==> config.mk <==
export PLATFORM = sky130hd
export DESIGN_NAME = ofdm_bit_interleave_address
export DESIGN_NICKNAME = d
export VERILOG_FILES = /design/src/design/ofdmbi_pkg.sv /design/src/design/ofdmbi_cfg.sv /design/src/design/ofdmbi_div_stage.sv /design/src/design/ofdmbi_perm.sv /design/src/design/ofdm_bit_interleave_address.sv
export SDC_FILE = /design/constraint.sdc
export NUM_CORES = 1
export LEC_CHECK = 0
export ABC_AREA = 1
export BUFFER_PORTS_ARGS = -buffer_cell sky130_fd_sc_hd__buf_2
export CAP_MARGIN = 10
export CORE_UTILIZATION = 36
export CTS_BUF_LIST = sky130_fd_sc_hd__clkbuf_8
export CTS_CLUSTER_DIAMETER = 200
export DETAILED_ROUTE_END_ITERATION = 8
export GPL_ROUTABILITY_DRIVEN = 0
export GPL_TIMING_DRIVEN = 0
export PLACE_DENSITY = 0.54
export SLEW_MARGIN = 40
export SYNTH_ARGS = -nofsm -noshare
export SYNTH_HDL_FRONTEND = slang
export SYNTH_HIERARCHICAL = 1
export SYNTH_SLANG_ARGS = --single-unit
==> constraint.sdc <==
create_clock -name clk -period 16.9 [get_ports clk]
set_clock_uncertainty 0.1 [all_clocks]
set_input_delay 2.535 -clock clk [delete_from_list [all_inputs] [get_ports clk]]
set_output_delay 2.535 -clock clk [all_outputs]
set_load 0.005 [all_outputs]
==> src/design/ofdmbi_pkg.sv <==
`timescale 1ns / 1ps
`default_nettype none

package ofdmbi_pkg;

  localparam int COLUMNS         = 16;
  localparam int MAX_SUBCARRIERS = 256;

  localparam int IDX_W  = 16;
  localparam int SYM_W  = 12;
  localparam int POS_W  = 11;
  localparam int DEST_W = 17;
  localparam int SC_W   = 8;
  localparam int SUBC_W = 9;
  localparam int MULT_W = 5;
  localparam int DIV_W  = 7;
  localparam int LOW_W  = 4;

  localparam int DIV_STEPS  = 3;
  localparam int DIV_STAGES = SYM_W / DIV_STEPS;
  localparam int PIPE_LAT   = DIV_STAGES + 3;

  localparam logic [SUBC_W-1:0] SUBC_RESET = 9'd80;
  localparam logic [MULT_W-1:0] MULT_RESET = 5'd5;
  localparam logic [SUBC_W-1:0] SUBC_MIN   = 9'(COLUMNS);
  localparam logic [SUBC_W-1:0] SUBC_MAX   = 9'(MAX_SUBCARRIERS);

  localparam int CFG_ADDR_W = 3;
  localparam logic REG_NUM_SUBC = 1'b0;

  localparam logic [1:0] MOD_BPSK  = 2'd0;
  localparam logic [1:0] MOD_QPSK  = 2'd1;
  localparam logic [1:0] MOD_16QAM = 2'd2;
  localparam logic [1:0] MOD_64QAM = 2'd3;

  typedef struct packed {
    logic [MULT_W-1:0] mult;
  } cfg_t;

  typedef struct packed {
    logic [DIV_W-1:0] rem;
    logic [SYM_W-1:0] work;
    logic [LOW_W-1:0] low;
    logic [IDX_W-1:0] idx;
    logic [DIV_W-1:0] div;
    logic [1:0]       modulation;
    logic             data_bit;
  } pipe_t;

  typedef struct packed {
    logic [SYM_W-1:0]  symbol_number;
    logic [POS_W-1:0]  permuted_position;
    logic [DEST_W-1:0] dest_index;
    logic [SC_W-1:0]   subcarrier;
    logic              bit_out;
  } res_t;

endpackage

`default_nettype wire

==> src/design/ofdmbi_cfg.sv <==
`timescale 1ns / 1ps
`default_nettype none

module ofdmbi_cfg
  import ofdmbi_pkg::*;
(
  input  wire logic                  clk,
  input  wire logic                  rst_n,
  input  wire logic                  psel,
  input  wire logic                  penable,
  input  wire logic                  pwrite,
  input  wire logic [CFG_ADDR_W-1:0] paddr,
  input  wire logic [31:0]           pwdata,
  output logic      [31:0]           prdata,
  output logic                       pready,
  output cfg_t                       cfg
);

  logic [SUBC_W-1:0] subc_r, subc_nxt;
  logic [MULT_W-1:0] mult_r, mult_nxt;
  logic              wr_en;
  logic              sel_subc;

  assign pready   = 1'b1;
  assign sel_subc = (paddr[CFG_ADDR_W-1] == REG_NUM_SUBC);
  assign wr_en    = psel && penable && pwrite && pready && sel_subc;

  always_comb begin
    subc_nxt = subc_r;
    mult_nxt = mult_r;
    if (wr_en) begin
      subc_nxt = pwdata[SUBC_W-1:0];
      if (pwdata[SUBC_W-1:0] < SUBC_MIN) begin
        mult_nxt = MULT_W'(1);
      end else if (pwdata[SUBC_W-1:0] > SUBC_MAX) begin
        mult_nxt = MULT_W'(MAX_SUBCARRIERS / COLUMNS);
      end else begin
        mult_nxt = pwdata[SUBC_W-1:4];
      end
    end
  end

  always_ff @(posedge clk) begin
    if (!rst_n) begin
      subc_r <= SUBC_RESET;
      mult_r <= MULT_RESET;
    end else begin
      subc_r <= subc_nxt;
      mult_r <= mult_nxt;
    end
  end

  assign prdata   = sel_subc ? {{(32 - SUBC_W){1'b0}}, subc_r} : 32'd0;
  assign cfg.mult = mult_r;

endmodule

`default_nettype wire

==> src/design/ofdmbi_div_stage.sv <==
`timescale 1ns / 1ps
`default_nettype none

module ofdmbi_div_stage
  import ofdmbi_pkg::*;
(
  input  wire logic  clk,
  input  wire logic  rst_n,
  input  wire logic  in_vld,
  input  wire pipe_t in_pipe,
  output logic       out_vld,
  output pipe_t      out_pipe
);

  logic  vld_r;
  pipe_t pipe_r, pipe_nxt;

  always_comb begin
    logic [DIV_W:0] trial;
    logic           ge;
    pipe_nxt = in_pipe;
    for (int s = 0; s < DIV_STEPS; s++) begin
      trial = {pipe_nxt.rem, pipe_nxt.work[SYM_W-1]};
      ge    = (trial >= {1'b0, pipe_nxt.div});
      pipe_nxt.work = {pipe_nxt.work[SYM_W-2:0], ge};
      pipe_nxt.rem  = ge ? DIV_W'(trial - {1'b0, pipe_nxt.div}) : trial[DIV_W-1:0];
    end
  end

  always_ff @(posedge clk) begin
    if (!rst_n) begin
      vld_r <= 1'b0;
    end else begin
      vld_r <= in_vld;
    end
  end

  always_ff @(posedge clk) begin
    pipe_r <= pipe_nxt;
  end

  assign out_vld  = vld_r;
  assign out_pipe = pipe_r;

endmodule

`default_nettype wire

==> src/design/ofdmbi_perm.sv <==
`timescale 1ns / 1ps
`default_nettype none

module ofdmbi_perm
  import ofdmbi_pkg::*;
(
  input  wire logic  clk,
  input  wire logic  rst_n,
  input  wire logic  in_vld,
  input  wire pipe_t in_pipe,
  output logic       out_vld,
  output res_t       out_res
);

  logic              a_vld_r;
  logic [POS_W-1:0]  a_pos_r, a_pos_nxt;
  logic [SYM_W-1:0]  a_sym_r;
  logic [DIV_W-1:0]  a_rem_r;
  logic [LOW_W-1:0]  a_low_r;
  logic [IDX_W-1:0]  a_idx_r;
  logic [1:0]        a_mod_r;
  logic              a_bit_r;

  logic              b_vld_r;
  res_t              b_res_r, b_res_nxt;

  logic [14:0]       rem_prod;
  logic [7:0]        low_prod;
  logic [DIV_W-1:0]  rem_m3;
  logic [LOW_W-1:0]  low_m3;
  logic [2:0]        diff3;
  logic [1:0]        adj3;
  logic [POS_W-1:0]  dl;
  logic [POS_W-1:0]  base;
  logic [1:0]        adj;

  // interleave step two within groups of s bits
  assign rem_prod = 15'(in_pipe.rem) * 15'd171;
  assign low_prod = 8'(in_pipe.low) * 8'd11;
  assign rem_m3   = DIV_W'(in_pipe.rem - 7'(3 * rem_prod[14:9]));
  assign low_m3   = LOW_W'(in_pipe.low - 4'(3 * low_prod[7:5]));
  assign diff3    = 3'(rem_m3[1:0]) + 3'd3 - 3'(low_m3[1:0]);
  assign adj3     = (diff3 >= 3'd3) ? 2'(diff3 - 3'd3) : diff3[1:0];
  assign dl       = POS_W'(in_pipe.div) * POS_W'(in_pipe.low);

  always_comb begin
    unique case (in_pipe.modulation)
      MOD_16QAM: begin
        base = POS_W'({in_pipe.rem[DIV_W-1:1], 1'b0});
        adj  = {1'b0, in_pipe.rem[0] ^ in_pipe.low[0]};
      end
      MOD_64QAM: begin
        base = POS_W'(in_pipe.rem - rem_m3);
        adj  = adj3;
      end
      default: begin
        base = POS_W'(in_pipe.rem);
        adj  = 2'd0;
      end
    endcase
    a_pos_nxt = dl + base + POS_W'(adj);
  end

  logic [9:0]  half_pos;
  logic [19:0] third_prod;

  assign half_pos   = a_pos_r[POS_W-1:1];
  assign third_prod = 20'(half_pos) * 20'd683;

  always_comb begin
    b_res_nxt.symbol_number     = a_sym_r;
    b_res_nxt.permuted_position = a_pos_r;
    b_res_nxt.bit_out           = a_bit_r;
    b_res_nxt.dest_index        = DEST_W'({1'b0, a_idx_r}) - DEST_W'({a_rem_r, a_low_r})
                                  + DEST_W'(a_pos_r);
    unique case (a_mod_r)
      MOD_BPSK:  b_res_nxt.subcarrier = a_pos_r[SC_W-1:0];
      MOD_QPSK:  b_res_nxt.subcarrier = a_pos_r[SC_W:1];
      MOD_16QAM: b_res_nxt.subcarrier = a_pos_r[SC_W+1:2];
      MOD_64QAM: b_res_nxt.subcarrier = third_prod[18:11];
    endcase
  end

  always_ff @(posedge clk) begin
    if (!rst_n) begin
      a_vld_r <= 1'b0;
      b_vld_r <= 1'b0;
    end else begin
      a_vld_r <= in_vld;
      b_vld_r <= a_vld_r;
    end
  end

  always_ff @(posedge clk) begin
    a_pos_r <= a_pos_nxt;
    a_sym_r <= in_pipe.work;
    a_rem_r <= in_pipe.rem;
    a_low_r <= in_pipe.low;
    a_idx_r <= in_pipe.idx;
    a_mod_r <= in_pipe.modulation;
    a_bit_r <= in_pipe.data_bit;
    b_res_r <= b_res_nxt;
  end

  assign out_vld = b_vld_r;
  assign out_res = b_res_r;

endmodule

`default_nettype wire

==> src/design/ofdm_bit_interleave_address.sv <==
`timescale 1ns / 1ps
`default_nettype none
// Channel   Handshake              Payload
// input     start / busy           in_bit_index, in_modulation, in_data_bit
// result    out_valid strobe       out_symbol_number, out_permuted_position,
//                                  out_dest_index, out_subcarrier, out_bit_out
// config    APB psel/penable       paddr, pwdata, prdata (num_subcarriers at 0x0)
//
// One request per cycle while busy is low. Each request passes through the symbol
// divider: four stages of three restoring steps, plus an input stage and two
// permutation stages, each of them registered.
// busy is high during reset and for the cycle after it, low otherwise.
// The receiver cannot stall, so the pipeline never holds.

module ofdm_bit_interleave_address
  import ofdmbi_pkg::*;
(
  input  wire logic                  clk,
  input  wire logic                  rst_n,
  input  wire logic                  start,
  output logic                       busy,
  input  wire logic [IDX_W-1:0]      in_bit_index,
  input  wire logic [1:0]            in_modulation,
  input  wire logic                  in_data_bit,
  output logic                       out_valid,
  output logic [SYM_W-1:0]           out_symbol_number,
  output logic [POS_W-1:0]           out_permuted_position,
  output logic [DEST_W-1:0]          out_dest_index,
  output logic [SC_W-1:0]            out_subcarrier,
  output logic                       out_bit_out,
  input  wire logic                  psel,
  input  wire logic                  penable,
  input  wire logic                  pwrite,
  input  wire logic [CFG_ADDR_W-1:0] paddr,
  input  wire logic [31:0]           pwdata,
  output logic      [31:0]           prdata,
  output logic                       pready
);

  cfg_t  cfg;
  logic  busy_r;
  logic  s0_vld_r;
  pipe_t s0_pipe_r, s0_pipe_nxt;
  logic [DIV_W-1:0] div_nxt;
  logic  accept;
  res_t  res;

  logic  div_vld  [DIV_STAGES+1];
  pipe_t div_pipe [DIV_STAGES+1];

  ofdmbi_cfg u_cfg (
    .clk     (clk),
    .rst_n   (rst_n),
    .psel    (psel),
    .penable (penable),
    .pwrite  (pwrite),
    .paddr   (paddr),
    .pwdata  (pwdata),
    .prdata  (prdata),
    .pready  (pready),
    .cfg     (cfg)
  );

  assign busy   = busy_r;
  assign accept = start && !busy_r;

  // divisor is coded bits per symbol over sixteen
  always_comb begin
    unique case (in_modulation)
      MOD_BPSK:  div_nxt = DIV_W'(cfg.mult);
      MOD_QPSK:  div_nxt = DIV_W'({cfg.mult, 1'b0});
      MOD_16QAM: div_nxt = DIV_W'({cfg.mult, 2'b0});
      MOD_64QAM: div_nxt = DIV_W'({cfg.mult, 2'b0}) + DIV_W'({cfg.mult, 1'b0});
    endcase
    s0_pipe_nxt.rem        = '0;
    s0_pipe_nxt.work       = in_bit_index[IDX_W-1:LOW_W];
    s0_pipe_nxt.low        = in_bit_index[LOW_W-1:0];
    s0_pipe_nxt.idx        = in_bit_index;
    s0_pipe_nxt.div        = div_nxt;
    s0_pipe_nxt.modulation = in_modulation;
    s0_pipe_nxt.data_bit   = in_data_bit;
  end

  always_ff @(posedge clk) begin
    if (!rst_n) begin
      busy_r   <= 1'b1;
      s0_vld_r <= 1'b0;
    end else begin
      busy_r   <= 1'b0;
      s0_vld_r <= accept;
    end
  end

  always_ff @(posedge clk) begin
    s0_pipe_r <= s0_pipe_nxt;
  end

  assign div_vld[0]  = s0_vld_r;
  assign div_pipe[0] = s0_pipe_r;

  for (genvar g = 0; g < DIV_STAGES; g++) begin : g_div
    ofdmbi_div_stage u_div (
      .clk      (clk),
      .rst_n    (rst_n),
      .in_vld   (div_vld[g]),
      .in_pipe  (div_pipe[g]),
      .out_vld  (div_vld[g+1]),
      .out_pipe (div_pipe[g+1])
    );
  end

  ofdmbi_perm u_perm (
    .clk     (clk),
    .rst_n   (rst_n),
    .in_vld  (div_vld[DIV_STAGES]),
    .in_pipe (div_pipe[DIV_STAGES]),
    .out_vld (out_valid),
    .out_res (res)
  );

  assign out_symbol_number     = res.symbol_number;
  assign out_permuted_position = res.permuted_position;
  assign out_dest_index        = res.dest_index;
  assign out_subcarrier        = res.subcarrier;
  assign out_bit_out           = res.bit_out;

  a_latency: assert property (@(posedge clk) disable iff (!rst_n)
    accept |-> ##7 out_valid)
    else $error("request did not produce a result");

  a_no_spurious: assert property (@(posedge clk) disable iff (!rst_n)
    !accept |-> ##7 !out_valid)
    else $error("result without request");

  a_rem_bound: assert property (@(posedge clk) disable iff (!rst_n)
    div_vld[DIV_STAGES] |-> (div_pipe[DIV_STAGES].rem < div_pipe[DIV_STAGES].div))
    else $error("divider remainder out of range");

  a_dest_order: assert property (@(posedge clk) disable iff (!rst_n)
    out_valid |-> (out_dest_index >= DEST_W'(out_permuted_position)))
    else $error("destination below permuted position");

endmodule

`default_nettype wire

==> results of run 1 <==
==> layout by cell type, fill, tap and decap left out, types with 13 or more instances in the layout <==
master | netlist | routed
a21o_1 | 15 | 15
a21oi_1 | 100 | 100
buf_2 | 2 | 95
buf_4 | 24 | 24
clkbuf_8 | 0 | 74
conb_1 | 3 | 40
dfxtp_1 | 346 | 346
fa_1 | 79 | 79
ha_1 | 244 | 244
inv_1 | 422 | 429
nand2_1 | 533 | 533
nand2_2 | 32 | 32
nand3_1 | 134 | 134
nand4_1 | 34 | 34
nor2_1 | 117 | 117
nor3_1 | 13 | 13
o21ai_0 | 38 | 38
xnor2_1 | 35 | 35
xor2_1 | 55 | 55
==> through the flow <==
| stage | std cells | worst slack, ns |
|---|---|---|
| 2_1_floorplan | 2401 | 9.60 |
| 3_3_place_gp | 3190 | 8.72 |
| 3_5_place_dp | 3190 | 8.66 |
| 4_1_cts | 3299 | 8.63 |
| 5_1_grt | 3300 | 8.08 |
| 6_report | 3301 | 8.63 |
==> critical path, delay by kind of cell, from the launching register on <==
family / cells / cell delay [ns]
xor+xnor: 2 / 0.48
fa+ha+maj: 10 / 4.17
compound gates: 7 / 1.12
buf+inv: 4 / 0.23
simple gates: 13 / 1.48
flops: 1 / 0.58
==> registers in the layout (all words and copies together), names as in the netlist, 2 cells and up <==
register / count
u_perm/a_idx_r: 16
u_perm/a_sym_r: 12
u_perm/a_rem_r: 7
u_perm/a_mod_r: 2
u_cfg/cfg: 5
u_perm/out_res: 49
g_div.u_div/out_pipe: 196
u_perm/a_low_r: 4
u_cfg/subc_r: 9
u_perm/a_pos_r: 11
div_pipe: 26
g_div.u_div/out_vld: 4
==> per-layer routing <==
metal  track usage (%)  vias up  share of wire [%]
li1                  -     7813                  -
met3              2.86       66                4.2
met4              5.57        0                2.4
met1              18.3     6821                 45
met5                 0        -                  0
met2              26.8      235                 48
==> cell type report <==
type	instances	area, sq um	area share (%)
diodes	2	5.00	0.0220
plain buffers	30	229	1.01
clock buffers	74	1020	4.48
clock inverters	35	365	1.61
inverters	431	1640	7.20
multi-input cells	1594	11200	49.4
flip-flops and latches	346	6930	30.4
well taps	696	871	3.83
repair buffers	93	465	2.05
==> worst min path at each step <==
stage	endpoint	start	cells after the start	slack, ns
3_5_place_dp	g_div[1].u_div/out_pipe[33]	g_div[0].u_div/out_pipe[30]	0	0.21
5_1_grt	g_div[3].u_div/out_pipe[17]	g_div[2].u_div/out_pipe[17]	0	0.22
4_1_cts	g_div[3].u_div/out_pipe[1]	g_div[2].u_div/out_pipe[1]	0	0.21
3_3_place_gp	g_div[1].u_div/out_pipe[40]	g_div[0].u_div/out_pipe[37]	0	0.21
6_report	g_div[3].u_div/out_pipe[1]	g_div[2].u_div/out_pipe[1]	0	0.21
2_1_floorplan	g_div[0].u_div/out_pipe[0]	div_pipe[196]	0	0.21
==> kinds of logic (layout without fill, tap and decap cells) <==
| kind of cell | Yosys count | after routing | synth area share (%) |
|---|---|---|---|
| simple gates | 929 | 929 | 21.9 |
| buf+inv | 461 | 663 | 9.39 |
| other cells | 3 | 42 | 0.0566 |
| compound gates | 211 | 211 | 6.51 |
| fa+ha+maj | 323 | 323 | 23.3 |
| xor+xnor | 91 | 91 | 4.05 |
| flops | 346 | 346 | 34.8 |
==> impl_metrics.yaml, run 1 <==
floorplanning:
  pin_count: 144
  die_area_sq_mm: 0.0562
  core_sq_mm: 0.0542
  rows: 85
  die_w_um: 237
  chipHeight_um: 237
  start_util_pct: 36.7
global_route:
  grt_start_max_net_pins: 17
  grt_pass1_vias: 14800
  globalRouteOverflowTotal: 0
  groute.usage.overall_pct: 15.2
  grt_antenna_before_repair: 1
  grt_pass1_wl_mm: 69.8
routing:
  drt-total-wl_mm: 41.6
  drtIter0Drc: 635
  antenna_left: 0
  vias: 14900
  wire_per_inst_um: 12.6
  route.detailed.drc: 0
  vias_per_cell: 4.52
  drtPass1Iterations: 5
synth:
  synth_warnings: 6
  avgSynthCellArea_sq_um: 8.41
  synth_most_common_cell: "nand2_1"
  yosys.area.top_type: "dfxtp_1"
  async_reset_ff_share_pct: 0
  syn_area_sq_mm: 0.0199
  synthCells: 2364
  synth.top_cell.area_share_pct: 34.8
  synth.top_cells.by_area: "dfxtp_1 (35%), ha_1 (15%), nand2_1 (10%)"
  synth_seq_cells: 346
  synth-seq-area-share_pct: 34.8
  synth_cell_type_count: 56
  synthFlopType: "dfxtp_1"
  synth_commonest_cells: "nand2_1 (533), inv_1 (422), dfxtp_1 (346), ha_1 (244), nand3_1 (134)"
  synth_edf_count: 0
critical_path:
  rrSetupSlack_ns: 8.63
  r2r_cells: 36
  critPathCapture: "u_perm/a_pos_r[10]"
  crit_start: "g_div[3].u_div/out_pipe[46]"
  worstPathArrival_ns: 8.71
  r2r_start: "g_div[3].u_div/out_pipe[46]"
  timing.critical_path.mode_cell: "nand2_1"
  critPathMaxFanout: 7
  crit_type: "reg -> reg"
  start_kind: "register"
  max_stage_delay_ns: 0.58
  slowest_stage: "dfxtp_1"
  end_kind: "register"
  rr_endpoint: "u_perm/a_pos_r[10]"
  worstPathRequired_ns: 17.34
cts:
  clock-sinks: 346
  cts_setup_buffers: 0
  cts_made_buffers: 59
  root_buffer: "clkbuf_8"
  path_clk_slew_ns: 0.06
  cts_hold_buf: 0
  postCtsResizedCells: 0
  htree_levels: 2
  cts.path.max_buffers: 3
  cts_tree: "yes"
  clk_latency_ns: 0.66
sta:
  relSlewSlack_pct: 60.2
  setup_viol: 0
  whs_ns: 0.212
  fmax_mhz: 121
  period_share_pct: 49.0
  period_needed_ns: 8.27
  setup-tns-final_ns: 0
  hold_violations: 0
  drv_slew: 0
  rsz0062_at_grt: "no"
  worst_slew_pin_slew_ns: 0.595
placed_design:
  place.port_buffers: 93
  post_dp_cell_area_sq_mm: 0.0214
  dp_hpwl_mm: 32.9
run:
  cap_violations: 0
hold_path:
  hp-class: "reg -> reg"
final_layout:
  design_area_sq_mm: 0.0228
  drive_gt1_share_pct: 12.7
  final_util_pct: 41.9
  n_fill_cell: 5397
  nNetsFinal: 2938
  syn2layout_area_growth_pct: 14.4
status:
  status: "finished, final reports clean"
Power of run 1 is left out: the tool's default activity adds up to more than one toggle a clock period on the data nets, which glitch-free logic cannot reach.
==> run 2, diff against run 1 <==
Clock period 16.9 ns to 8.2 ns, I/O delays scaled along.
==> impl_metrics.yaml, run 2 (synthesized netlist as in run 1, its figures left out) <==
floorplanning:
  chipHeight_um: 237
  die_w_um: 237
  pin_count: 144
  core_sq_mm: 0.0542
  start_util_pct: 36.7
  die_area_sq_mm: 0.0562
  rows: 85
critical_path:
  rrSetupSlack_ns: 0.40
  crit_type: "reg -> reg"
  rr_endpoint: "u_perm/a_pos_r[8]"
  end_kind: "register"
  r2r_cells: 37
  worstPathArrival_ns: 8.27
  worstPathRequired_ns: 8.67
  timing.critical_path.mode_cell: "nand2_1"
  max_stage_delay_ns: 0.53
  critPathMaxFanout: 7
  slowest_stage: "fa_1"
  start_kind: "register"
  r2r_start: "g_div[3].u_div/out_pipe[48]"
hold_path:
  worstHoldStart: "g_div[2].u_div/out_pipe[1]"
  hold_depth: 0
  hold_end: "g_div[3].u_div/out_pipe[1]"
  hp-class: "reg -> reg"
global_route:
  grt_pass1_vias: 14800
  groute.usage.overall_pct: 15.2
  grt_start_max_net_pins: 17
  globalRouteOverflowTotal: 0
  grt_antenna_before_repair: 1
  grt_pass1_wl_mm: 69.8
final_layout:
  largest_reg_flops: 196
  syn2layout_area_growth_pct: 15.0
  layout.cells.non_filler: 3304
  nNetsFinal: 2941
  drive_gt1_share_pct: 13.5
  layout_common_cells: "nand2_1 (533), inv_1 (429), dfxtp_1 (341)"
  final_common_cell: "nand2_1"
  n_fill_cell: 5391
routing:
  drtPass1Iterations: 5
  drt-total-wl_mm: 41.9
  vias: 14900
  antenna_left: 0
  vias_per_cell: 4.52
  wire_per_inst_um: 12.7
  route.detailed.drc: 0
  drtIter0Drc: 658
sta:
  relSlewSlack_pct: 59.8
  period_needed_ns: 7.80
  period_share_pct: 95.1
  hold_violations: 0
  drv_slew: 0
  layout_setup_ws_ns: 0.400
  whs_ns: 0.212
  setup_viol: 0
  setup-tns-final_ns: 0
  worst_slew_pin_slew_ns: 0.601
  fmax_mhz: 128
cts:
  path_clk_slew_ns: 0.06
  cts_made_buffers: 59
  cts.path.max_buffers: 3
  clk_latency_ns: 0.66
  htree_levels: 2
  clock-sinks: 346
  root_buffer: "clkbuf_8"
  cts_hold_buf: 0
  cts_tree: "yes"
placed_design:
  pre_cts_ws_ns: -0.0396
  place.port_buffers: 93
  post-place-cells: 3190
  dp_hpwl_mm: 32.9
status:
  status: "finished, final reports clean"
run:
  cap_violations: 0
-- run 2: stage by stage --
stage	area [sq um]	util, %
2_1_floorplan	20000	-
3_3_place_gp	21400	39.4
3_5_place_dp	21400	39.4
4_1_cts	22700	41.9
5_1_grt	22900	42.1
6_report	22900	42.2
-- run 2: area by class of cell --
type | instances | area, sq um | area share (%)
diodes | 2 | 5.00 | 0.0219
plain buffers | 30 | 229 | 1.00
clock buffers | 74 | 1020 | 4.45
clock inverters | 35 | 365 | 1.60
inverters | 431 | 1640 | 7.16
multi-input cells | 1594 | 11300 | 49.5
flip-flops and latches | 346 | 6940 | 30.4
well taps | 696 | 871 | 3.81
repair buffers | 96 | 488 | 2.13
-- run 2: worst max-delay path by stage --
| stage | startpoint | end | slack, ns | cells after the start |
|---|---|---|---|---|
| 2_1_floorplan | g_div[3].u_div/out_pipe[46] | u_perm/a_pos_r[9] | 0.90 | 39 |
| 3_3_place_gp | g_div[3].u_div/out_pipe[46] | u_perm/a_pos_r[9] | 0.02 | 34 |
| 3_5_place_dp | g_div[3].u_div/out_pipe[46] | u_perm/a_pos_r[10] | -0.04 | 34 |
| 4_1_cts | g_div[3].u_div/out_pipe[48] | u_perm/a_pos_r[10] | 0.007 | 34 |
| 5_1_grt | g_div[3].u_div/out_pipe[48] | u_perm/a_pos_r[9] | -0.06 | 39 |
| 6_report | g_div[3].u_div/out_pipe[48] | u_perm/a_pos_r[8] | 0.40 | 37 |
-- run 2: timing repair --
action                                  CTS  global route
gates cloned                              0             0
endpoints found under the setup margin    2             5
setup buffers                             0             3
resized for setup                         1            22
pin swaps                                 0             5
-- run 2: critical path: cells and delay by family, from the launching register on --
kind	cells	cell delay [ns]
fa+ha+maj	10	4.08
compound gates	10	1.50
simple gates	11	1.10
flops	1	0.41
xor+xnor	2	0.28
buf+inv	4	0.23
-- run 2: layer usage --
layer	share of wire [%]	GRT usage (%)
met5	0	0
met4	2.4	5.57
met3	4.1	2.86
met2	48	26.8
met1	45	18.3
Power of run 2 is left out for the same reason.
